**config.mk**
```make
export PLATFORM = sky130hd
export DESIGN_NAME = fsk_bus_modem_unit
export DESIGN_NICKNAME = d
export VERILOG_FILES = /design/src/design/fbm_pkg.sv /design/src/design/fsk_bus_modem_unit.sv /design/src/design/fbm_cfg.sv /design/src/design/fbm_frame.sv /design/src/design/fbm_core.sv
export SDC_FILE = /design/constraint.sdc
export NUM_CORES = 1
export LEC_CHECK = 0
export BUFFER_PORTS_ARGS = -buffer_cell sky130_fd_sc_hd__buf_2
export CAP_MARGIN = 10
export CORE_MARGIN = 8
export CORE_UTILIZATION = 56
export CTS_CLUSTER_DIAMETER = 100
export DETAILED_ROUTE_END_ITERATION = 6
export PLACE_DENSITY_LB_ADDON = 0.1
export SLEW_MARGIN = 10
export SYNTH_ARGS = -nofsm -noshare
export SYNTH_HDL_FRONTEND = slang
export SYNTH_SLANG_ARGS = --single-unit
export TNS_END_PERCENT = 50
```
**constraint.sdc**
```tcl
create_clock -name aclk -period 4.5 [get_ports aclk]
set_input_delay 0.45 -clock aclk [delete_from_list [all_inputs] [get_ports aclk]]
set_output_delay 0.45 -clock aclk [all_outputs]
set_load 0.02 [all_outputs]
```
**src/design/fbm_pkg.sv**
```systemverilog
// shared types, constants and register codes for the fsk bus modem
package fbm_pkg;

    localparam int MAX_BYTES  = 16;
    localparam int IDX_W      = (MAX_BYTES > 1) ? $clog2(MAX_BYTES) : 1;
    localparam int LEN_W      = $clog2(MAX_BYTES + 1);
    localparam int FBI_W      = 4;
    localparam int ADDR_W     = 5;
    localparam int FRAME_BITS = 12;

    localparam logic [FBI_W-1:0] FB_START  = 4'd0;
    localparam logic [FBI_W-1:0] FB_ZERO   = 4'd1;
    localparam logic [FBI_W-1:0] FB_DATA0  = 4'd2;
    localparam logic [FBI_W-1:0] FB_PARITY = 4'd10;
    localparam logic [FBI_W-1:0] FB_STOP   = 4'd11;

    localparam logic [15:0] RST_MIN_GAP          = 16'd200;
    localparam logic [15:0] RST_TIMEOUT_TICKS    = 16'd500;
    localparam logic [15:0] RST_BIT_THRESHOLD    = 16'd336;
    localparam logic [15:0] RST_HALF_PERIOD_ONE  = 16'd143;
    localparam logic [15:0] RST_HALF_PERIOD_ZERO = 16'd193;
    localparam logic [15:0] RST_RELOAD_VALUE     = 16'd24;
    localparam logic [15:0] RST_BIT_TICKS        = 16'd12200;

    typedef enum logic [2:0] {
        REG_MIN_GAP          = 3'd0,
        REG_TIMEOUT_TICKS    = 3'd1,
        REG_BIT_THRESHOLD    = 3'd2,
        REG_HALF_PERIOD_ONE  = 3'd3,
        REG_HALF_PERIOD_ZERO = 3'd4,
        REG_RELOAD_VALUE     = 3'd5,
        REG_BIT_TICKS        = 3'd6
    } reg_idx_t;

    typedef struct packed {
        logic       opcode;
        logic       rx_falling_edge;
        logic [7:0] send_byte;
        logic       last_byte;
    } in_item_t;

    typedef struct packed {
        logic data_out;
        logic drive_a;
        logic drive_b;
        logic drive_enable;
        logic heartbeat;
        logic busy_res;
    } out_item_t;

    typedef struct packed {
        logic [15:0] min_gap;
        logic [15:0] timeout_ticks;
        logic [15:0] bit_threshold;
        logic [15:0] half_period_one;
        logic [15:0] half_period_zero;
        logic [15:0] reload_value;
        logic [15:0] bit_ticks;
    } cfg_t;

    typedef struct packed {
        logic        load;
        logic [15:0] value;
    } cfg_load_t;

endpackage

```
**src/design/fsk_bus_modem_unit.sv**
```systemverilog
// top level of the fsk bus modem: handshake, result register, config port
// Each input transfer is one timer tick or one byte load and yields exactly one result
// transfer, which is written into the result register by the clock edge that takes the input.
// A new item is taken every cycle (one item per clock) as long as the result register is
// empty or its contents are taken in the same cycle; the rate is set by the single state
// update of counter, receive decoder and send sequencer per item. The 16-entry message
// store needs no clearing after reset; only bytes that were loaded are ever sent.
module fsk_bus_modem_unit (
    input  logic                       aclk,
    input  logic                       aresetn,
    input  logic                       s_valid,
    output logic                       s_ready,
    input  fbm_pkg::in_item_t          s_data,
    output logic                       m_valid,
    input  logic                       m_ready,
    output fbm_pkg::out_item_t         m_data,
    input  logic                       psel,
    input  logic                       penable,
    input  logic                       pwrite,
    input  logic [fbm_pkg::ADDR_W-1:0] paddr,
    input  logic [31:0]                pwdata,
    output logic [31:0]                prdata,
    output logic                       pready
);

    fbm_pkg::cfg_t      cfg;
    fbm_pkg::cfg_load_t tout_load;
    fbm_pkg::out_item_t res_next;
    fbm_pkg::out_item_t m_data_reg;
    logic               m_valid_reg;
    logic               s_fire;

    assign s_ready = !m_valid_reg || m_ready;
    assign s_fire  = s_valid && s_ready;

    fbm_cfg u_cfg (
        .aclk      (aclk),
        .aresetn   (aresetn),
        .psel      (psel),
        .penable   (penable),
        .pwrite    (pwrite),
        .paddr     (paddr),
        .pwdata    (pwdata),
        .prdata    (prdata),
        .pready    (pready),
        .cfg       (cfg),
        .tout_load (tout_load)
    );

    fbm_core u_core (
        .aclk      (aclk),
        .aresetn   (aresetn),
        .in_fire   (s_fire),
        .item      (s_data),
        .cfg       (cfg),
        .tout_load (tout_load),
        .res_next  (res_next)
    );

    // result register
    always_ff @(posedge aclk) begin
        if (!aresetn) begin
            m_valid_reg <= 1'b0;
        end else if (s_fire) begin
            m_valid_reg <= 1'b1;
        end else if (m_ready) begin
            m_valid_reg <= 1'b0;
        end
    end

    always_ff @(posedge aclk) begin
        if (s_fire) begin
            m_data_reg <= res_next;
        end
    end

    assign m_valid = m_valid_reg;
    assign m_data  = m_data_reg;

`ifndef SYNTHESIS
    a_fire_gives_result: assert property (@(posedge aclk) disable iff (!aresetn)
        s_fire |=> m_valid)
        else $error("accepted transfer produced no result");

    a_tones_complementary: assert property (@(posedge aclk) disable iff (!aresetn)
        (m_valid && m_data.busy_res) |-> (m_data.drive_a != m_data.drive_b))
        else $error("drive lines not complementary while sending");

    a_tones_idle_low: assert property (@(posedge aclk) disable iff (!aresetn)
        (m_valid && !m_data.busy_res) |-> (!m_data.drive_a && !m_data.drive_b))
        else $error("drive lines active while not sending");

    a_enable_follows_busy: assert property (@(posedge aclk) disable iff (!aresetn)
        m_valid |-> (m_data.drive_enable == m_data.busy_res))
        else $error("drive enable differs from busy");
`endif

endmodule

```
**src/design/fbm_cfg.sv**
```systemverilog
// apb configuration registers of the fsk bus modem
module fbm_cfg (
    input  logic                      aclk,
    input  logic                      aresetn,
    input  logic                      psel,
    input  logic                      penable,
    input  logic                      pwrite,
    input  logic [fbm_pkg::ADDR_W-1:0] paddr,
    input  logic [31:0]               pwdata,
    output logic [31:0]               prdata,
    output logic                      pready,
    output fbm_pkg::cfg_t             cfg,
    output fbm_pkg::cfg_load_t        tout_load
);

    fbm_pkg::cfg_t   cfg_reg;
    fbm_pkg::cfg_t   cfg_next;
    logic            wr_en;
    logic [2:0]      idx;
    logic [15:0]     wval;

    assign pready = 1'b1;
    assign wr_en  = psel & penable & pwrite & pready;
    assign idx    = paddr[4:2];
    assign wval   = pwdata[15:0];

    always_comb begin
        cfg_next = cfg_reg;
        if (wr_en) begin
            unique case (idx)
                fbm_pkg::REG_MIN_GAP:          cfg_next.min_gap          = wval;
                fbm_pkg::REG_TIMEOUT_TICKS:    cfg_next.timeout_ticks    = wval;
                fbm_pkg::REG_BIT_THRESHOLD:    cfg_next.bit_threshold    = wval;
                fbm_pkg::REG_HALF_PERIOD_ONE:  cfg_next.half_period_one  = wval;
                fbm_pkg::REG_HALF_PERIOD_ZERO: cfg_next.half_period_zero = wval;
                fbm_pkg::REG_RELOAD_VALUE:     cfg_next.reload_value     = wval;
                fbm_pkg::REG_BIT_TICKS:        cfg_next.bit_ticks        = wval;
                default: ;
            endcase
        end
    end

    always_comb begin
        unique case (idx)
            fbm_pkg::REG_MIN_GAP:          prdata = {16'd0, cfg_reg.min_gap};
            fbm_pkg::REG_TIMEOUT_TICKS:    prdata = {16'd0, cfg_reg.timeout_ticks};
            fbm_pkg::REG_BIT_THRESHOLD:    prdata = {16'd0, cfg_reg.bit_threshold};
            fbm_pkg::REG_HALF_PERIOD_ONE:  prdata = {16'd0, cfg_reg.half_period_one};
            fbm_pkg::REG_HALF_PERIOD_ZERO: prdata = {16'd0, cfg_reg.half_period_zero};
            fbm_pkg::REG_RELOAD_VALUE:     prdata = {16'd0, cfg_reg.reload_value};
            fbm_pkg::REG_BIT_TICKS:        prdata = {16'd0, cfg_reg.bit_ticks};
            default:                       prdata = 32'd0;
        endcase
    end

    always_ff @(posedge aclk) begin
        if (!aresetn) begin
            cfg_reg.min_gap          <= fbm_pkg::RST_MIN_GAP;
            cfg_reg.timeout_ticks    <= fbm_pkg::RST_TIMEOUT_TICKS;
            cfg_reg.bit_threshold    <= fbm_pkg::RST_BIT_THRESHOLD;
            cfg_reg.half_period_one  <= fbm_pkg::RST_HALF_PERIOD_ONE;
            cfg_reg.half_period_zero <= fbm_pkg::RST_HALF_PERIOD_ZERO;
            cfg_reg.reload_value     <= fbm_pkg::RST_RELOAD_VALUE;
            cfg_reg.bit_ticks        <= fbm_pkg::RST_BIT_TICKS;
        end else begin
            cfg_reg <= cfg_next;
        end
    end

    assign cfg             = cfg_reg;
    assign tout_load.load  = wr_en && (idx == fbm_pkg::REG_TIMEOUT_TICKS);
    assign tout_load.value = wval;

endmodule

```
**src/design/fbm_frame.sv**
```systemverilog
// frame bit selector: start, zero, data lsb first, even parity, stop
module fbm_frame (
    input  logic [7:0]                cur_byte,
    input  logic [fbm_pkg::FBI_W-1:0] bit_idx,
    output logic                      frame_bit
);

    logic [2:0] sel;

    assign sel = 3'(bit_idx - fbm_pkg::FB_DATA0);

    always_comb begin
        if (bit_idx == fbm_pkg::FB_START || bit_idx >= fbm_pkg::FB_STOP) begin
            frame_bit = 1'b1;
        end else if (bit_idx == fbm_pkg::FB_ZERO) begin
            frame_bit = 1'b0;
        end else if (bit_idx == fbm_pkg::FB_PARITY) begin
            frame_bit = ^cur_byte;
        end else begin
            frame_bit = cur_byte[sel];
        end
    end

endmodule

```
**src/design/fbm_core.sv**
```systemverilog
// modem state: period counter, receive decoder, send sequencer and message store
module fbm_core (
    input  logic                 aclk,
    input  logic                 aresetn,
    input  logic                 in_fire,
    input  fbm_pkg::in_item_t    item,
    input  fbm_pkg::cfg_t        cfg,
    input  fbm_pkg::cfg_load_t   tout_load,
    output fbm_pkg::out_item_t   res_next
);

    logic [15:0]                 pc_reg, pc_next;
    logic [15:0]                 cv_reg, cv_next;
    logic [2:0]                  hist_reg, hist_next;
    logic                        line_reg, line_next;
    logic                        hb_reg, hb_next;
    logic                        sending_reg, sending_next;
    logic                        leading_reg, leading_next;
    logic                        ta_reg, ta_next;
    logic                        tb_reg, tb_next;
    logic [fbm_pkg::LEN_W-1:0]   len_reg, len_next;
    logic [fbm_pkg::LEN_W-1:0]   cbi_reg, cbi_next;
    logic [fbm_pkg::FBI_W-1:0]   fbi_reg, fbi_next;
    logic [15:0]                 btc_reg, btc_next;

    logic [7:0]                  store_mem [fbm_pkg::MAX_BYTES];
    logic                        st_we;
    logic [7:0]                  cur_byte_reg;

    logic [fbm_pkg::LEN_W-1:0]   cbi_adv;
    logic [fbm_pkg::FBI_W-1:0]   fbi_adv;
    logic [fbm_pkg::FBI_W-1:0]   fbi_inc;
    logic [fbm_pkg::FBI_W-1:0]   fbi_nxt_inc;
    logic [fbm_pkg::LEN_W-1:0]   rd_cbi;
    logic [fbm_pkg::IDX_W-1:0]   rd_addr;
    logic                        frame_bit;

    // position of the next bit once the current one has run out
    always_comb begin
        fbi_inc = fbi_reg + 4'd1;
        if (leading_reg) begin
            cbi_adv = '0;
            fbi_adv = '0;
        end else if (fbi_inc >= fbm_pkg::FBI_W'(fbm_pkg::FRAME_BITS)) begin
            cbi_adv = cbi_reg + fbm_pkg::LEN_W'(1);
            fbi_adv = '0;
        end else begin
            cbi_adv = cbi_reg;
            fbi_adv = fbi_inc;
        end
    end

    // byte that the following bit advance will need, fetched ahead into a register
    always_comb begin
        fbi_nxt_inc = fbi_next + 4'd1;
        if (leading_next) begin
            rd_cbi = '0;
        end else if (fbi_nxt_inc >= fbm_pkg::FBI_W'(fbm_pkg::FRAME_BITS)) begin
            rd_cbi = cbi_next + fbm_pkg::LEN_W'(1);
        end else begin
            rd_cbi = cbi_next;
        end
    end

    assign rd_addr = rd_cbi[fbm_pkg::IDX_W-1:0];

    fbm_frame u_frame (
        .cur_byte  (cur_byte_reg),
        .bit_idx   (fbi_adv),
        .frame_bit (frame_bit)
    );

    always_comb begin
        logic                      accepted;
        logic [2:0]                h;
        logic [15:0]               pc1;
        logic [15:0]               btc1;
        logic [15:0]               cv_new;
        logic [fbm_pkg::LEN_W-1:0] len_w;

        pc_next      = pc_reg;
        cv_next      = cv_reg;
        hist_next    = hist_reg;
        line_next    = line_reg;
        hb_next      = hb_reg;
        sending_next = sending_reg;
        leading_next = leading_reg;
        ta_next      = ta_reg;
        tb_next      = tb_reg;
        len_next     = len_reg;
        cbi_next     = cbi_reg;
        fbi_next     = fbi_reg;
        btc_next     = btc_reg;
        st_we        = 1'b0;
        accepted     = 1'b0;
        h            = '0;
        pc1          = '0;
        btc1         = '0;
        cv_new       = '0;
        len_w        = len_reg;

        if (in_fire && !item.opcode) begin
            accepted = !sending_reg && item.rx_falling_edge && (pc_reg >= cfg.min_gap);
            if (accepted && (pc_reg < cfg.timeout_ticks)) begin
                h         = {hist_reg[1:0], pc_reg > cfg.bit_threshold};
                hist_next = h;
                line_next = (h < 3'd3) || (h == 3'd4);
            end
            pc1 = accepted ? 16'd0 : pc_reg + 16'd1;
            if (pc1 == cv_reg) begin
                pc1       = cfg.reload_value;
                hist_next = '0;
                if (sending_reg) begin
                    ta_next = ~ta_reg;
                    tb_next = ~tb_reg;
                end else begin
                    line_next = 1'b1;
                    hb_next   = ~hb_reg;
                end
            end
            pc_next = pc1;
            if (sending_reg) begin
                btc1     = btc_reg + 16'd1;
                btc_next = btc1;
                if (btc1 >= cfg.bit_ticks) begin
                    leading_next = 1'b0;
                    if (cbi_adv >= len_reg) begin
                        ta_next      = 1'b0;
                        tb_next      = 1'b0;
                        sending_next = 1'b0;
                        cv_next      = cfg.timeout_ticks;
                        len_next     = '0;
                        cbi_next     = '0;
                        fbi_next     = '0;
                        btc_next     = '0;
                    end else begin
                        cbi_next  = cbi_adv;
                        fbi_next  = fbi_adv;
                        cv_new    = frame_bit ? cfg.half_period_one : cfg.half_period_zero;
                        cv_next   = cv_new;
                        line_next = frame_bit;
                        if (pc1 >= cv_new) begin
                            pc_next = cv_new - 16'd1;
                        end
                        btc_next  = '0;
                    end
                end
            end
        end else if (in_fire && !sending_reg) begin
            if (len_reg < fbm_pkg::LEN_W'(fbm_pkg::MAX_BYTES)) begin
                st_we = 1'b1;
                len_w = len_reg + fbm_pkg::LEN_W'(1);
            end
            len_next = len_w;
            if (item.last_byte && (len_w != '0)) begin
                ta_next      = 1'b1;
                tb_next      = 1'b0;
                sending_next = 1'b1;
                leading_next = 1'b1;
                cbi_next     = '0;
                fbi_next     = '0;
                cv_next      = cfg.half_period_one;
                line_next    = 1'b1;
                pc_next      = (cfg.half_period_one == 16'd0) ? 16'hFFFF : 16'd0;
                btc_next     = '0;
            end
        end

        if (tout_load.load && !sending_reg) begin
            cv_next = tout_load.value;
        end
    end

    // message store, read first with the byte being written passed through
    always_ff @(posedge aclk) begin
        if (st_we) begin
            store_mem[len_reg[fbm_pkg::IDX_W-1:0]] <= item.send_byte;
        end
        if (st_we && (rd_addr == len_reg[fbm_pkg::IDX_W-1:0])) begin
            cur_byte_reg <= item.send_byte;
        end else begin
            cur_byte_reg <= store_mem[rd_addr];
        end
    end

    always_ff @(posedge aclk) begin
        if (!aresetn) begin
            pc_reg      <= '0;
            cv_reg      <= fbm_pkg::RST_TIMEOUT_TICKS;
            hist_reg    <= '0;
            line_reg    <= 1'b0;
            hb_reg      <= 1'b0;
            sending_reg <= 1'b0;
            leading_reg <= 1'b0;
            ta_reg      <= 1'b0;
            tb_reg      <= 1'b0;
            len_reg     <= '0;
            cbi_reg     <= '0;
            fbi_reg     <= '0;
            btc_reg     <= '0;
        end else begin
            pc_reg      <= pc_next;
            cv_reg      <= cv_next;
            hist_reg    <= hist_next;
            line_reg    <= line_next;
            hb_reg      <= hb_next;
            sending_reg <= sending_next;
            leading_reg <= leading_next;
            ta_reg      <= ta_next;
            tb_reg      <= tb_next;
            len_reg     <= len_next;
            cbi_reg     <= cbi_next;
            fbi_reg     <= fbi_next;
            btc_reg     <= btc_next;
        end
    end

    assign res_next.data_out     = line_next;
    assign res_next.drive_a      = ta_next;
    assign res_next.drive_b      = tb_next;
    assign res_next.drive_enable = sending_next;
    assign res_next.heartbeat    = hb_next;
    assign res_next.busy_res     = sending_next;

endmodule

```
==> results.cfg <==
[die]
dieWidth_um = 196
initial_core_util_pct = 56.4
dieArea_um2 = 38600
ios = 96
dieHeight_um = 196
row_count = 66
fp.coreArea_um2 = 32300

[timing]
period_needed_ns = 4.97
fmaxAchievable_mhz = 201
final.setup_skew_ns = 0.0201
finalHoldViolCount = 0
drv_slew = 0
worst_slack_ns = -0.470
setup_viol = 17
worst_pin_slew_ns = 1.17
slew_headroom_pct = 21.5
finalCritPeriodShare_pct = 110
rsz0062_at_grt = true

[outcome]
status = complete, but fails checks
violations = negative setup slack

[critical_path]
crit_top_cell = buf_4
crit_type = reg -> reg
cp-start-kind = register
cp_max_fo = 19
rr_worst_depth = 22
critical_path_required_ns = 4.91
cpMaxStageDelayCell = mux4_2
crit_buf_inv = 6
critPathArrivalTime_ns = 5.38
cp_slowest_stage_delay_ns = 0.51
crit_family = compound AO/OA/AOI/OAI gates
cp_cell_sequence = buf_12, mux4_2, a22oi_1, nand2_1, xnor2_2, xnor2_2, xnor2_2, o221ai_4, buf_12, buf_4, buf_4, mux2i_1, buf_4, ha_1, o21a_1, o211ai_1, o21ai_2, nand2_2, nor4_2, buf_4, o211ai_1, o221ai_1
end_kind = register
crit_cells = 22

[cts]
cts_hold_buffers = 0
cts_root_buf = clkbuf_16
cts_tree = built
htreeDepth = 2
clock_latency_ns = 0.55
clockBufferDepth = 3
clkTransAtPathRegs_ns = 0.06
cts_buffers = 37
clock_sink_count = 320

[placement]
gp_congestion = 1.03
io_buffers = 60
hpwl_um = 48200
placed_area_um2 = 20300

[drt]
drt_wl_total_um = 65800
routed-wl-met3_um = 7350
routedLengthMet1_um = 27000
vias_per_cell = 6.22
drc = 0
route.met2.wl_um = 28500
wl_per_cell_um = 24.8
drt_iter0_drc = 1861
drt-pass1-iter-count = 5
ant_nets = 0
top_layer_used = met5
route.vias.total = 16500

[finish]
antenna-diode-count = 0
largest_reg_flops = 128
fin_area_um2 = 22300
areaGrowthSynthToFinish_pct = 22.1
drive_gt1_share_pct = 24.0
mostFrequentLayoutCell = nand2_1
final_cell_mix = nand2_1, buf_4, dfxtp_1
final_nets = 2331

[yosys]
seq_area_frac_synth_pct = 42.5
dominantRegCellSynth = dfxtp_1
synthTopCellsByArea = edfxtp_1, dfxtp_1, ha_1
synthArstFlopShare_pct = 0
yosys.area.top_type = edfxtp_1
avgSynthCellArea_um2 = 9.34
netlist_instances = 1951
ys_types = 90
synth_edf_count = 133
ys_warn_count = 0
synth_seq_cells = 320
syn_area_um2 = 18200
yosysTopAreaCellShare_pct = 21.9

[power_and_ir_drop]
cellPowerDensity_nw_per_um2 = 332
p_leak_uw = 0.00870
ir_drop_uv = 289
power_uw = 7400

[global_route]
grt_max_degree = 78
gr-total-overflow = 0
antenna_found_initial = 2
grt_pass1_wl_um = 96100
grt_pass1_vias = 15600
grt_usage_pct = 33.1

[min_path]
hp-class = in -> reg
holdPathStages = 3

[job]
max_cap_violations = 0
-- metal layers --
metal,global-route usage (%),vias up
met3,8.58,167
met1,44.8,7969
met5,0,-
met4,14.2,4
met2,49.6,904
li1,-,7455
-- power by group --
| part | internal (µW) | leakage [µW] | switching [µW] | total [µW] |
|---|---|---|---|---|
| clock network | 1870 | 0.000607 | 1260 | 3130 |
| registers | 3070 | 0.00272 | 62.3 | 3130 |
| logic | 475 | 0.00537 | 662 | 1140 |
-- synthesized netlist by cell type (all sizes together), types with 7 or more instances --
master and n:
o21a 12, nand2b 15, mux2 12, nand2 305, inv 95, a21o 17
nand4 14, o21ai 77, nor2b 11, and3 26, edfxtp 133, a21oi 174
a211oi 16, nor2 141, buf 57, nor3 35, nand3 41, a31oi 7
and2 11, or2 7, o221ai 18, o211ai 35, ha 94, clkbuf 84
a22oi 43, dfxtp 187, or3 11, xnor2 42, mux2i 52, mux4 39
xor2 28, nor3b 13, a221oi 9, nor4 10
-- metrics by stage --
step / utilization [%] / worst slack (ns) / instances / setup TNS, ns / hold WS, ns
finish: 68.9 / -0.470 / 2652 / -6.03 / 0.162
global route: 68.9 / -0.663 / 2652 / -9.82 / 0.166
CTS: 67.3 / -0.513 / 2630 / -7.04 / 0.149
detailed placement: 62.8 / -0.811 / 2551 / -12.28 / 0.470
global placement: 62.8 / -0.832 / 2551 / -12.53 / 0.455
floorplan: - / -0.194 / 1966 / -2.37 / 0.442
-- final timing paths --
check                                   start                to  slack [ns]
worst min register to register  u_cfg.cfg[76]     u_cfg.cfg[76]        0.48
worst max-delay path                 register  u_core.pc_reg[5]       -0.47
worst min-delay path                  s_valid           m_valid        0.16
worst max register to register       register  u_core.pc_reg[5]       -0.47
-- kinds of logic (layout without fill, tap and decap cells) --
| group | count (synthesis) | count (layout) | synth area share [%] |
|---|---|---|---|
| mux | 103 | 103 | 8.52 |
| fa+ha+maj | 95 | 95 | 6.51 |
| compound gates | 459 | 459 | 16.3 |
| other cells | 2 | 17 | 0.0412 |
| buf+inv | 236 | 480 | 5.77 |
| flops | 320 | 320 | 42.5 |
| xor+xnor | 71 | 71 | 3.57 |
| simple gates | 665 | 665 | 16.8 |
-- timing repair --
action,in CTS,in global routing
setup buffers,12,22
pin swaps,18,38
endpoints found under the setup margin,21,50
gates cloned,0,0
resized for setup,29,78
-- final cells by class --
type                       count  area, µm²
sequential                   320       7750
fill                        2584      10000
inverter                      95        359
timing repair buffer         318       2380
clock buffer                  49       1040
multi-input combinational   1410       9960
clock inverter                18        214
tap                          442        553
-- worst min-delay path, delay by kind of cell --
kind,cells,cell delay [ns]
buffers and inverters,2,0.14
AO/OA/AOI/OAI,1,0.06
Note: power is estimated with default switching activity, not from simulation.
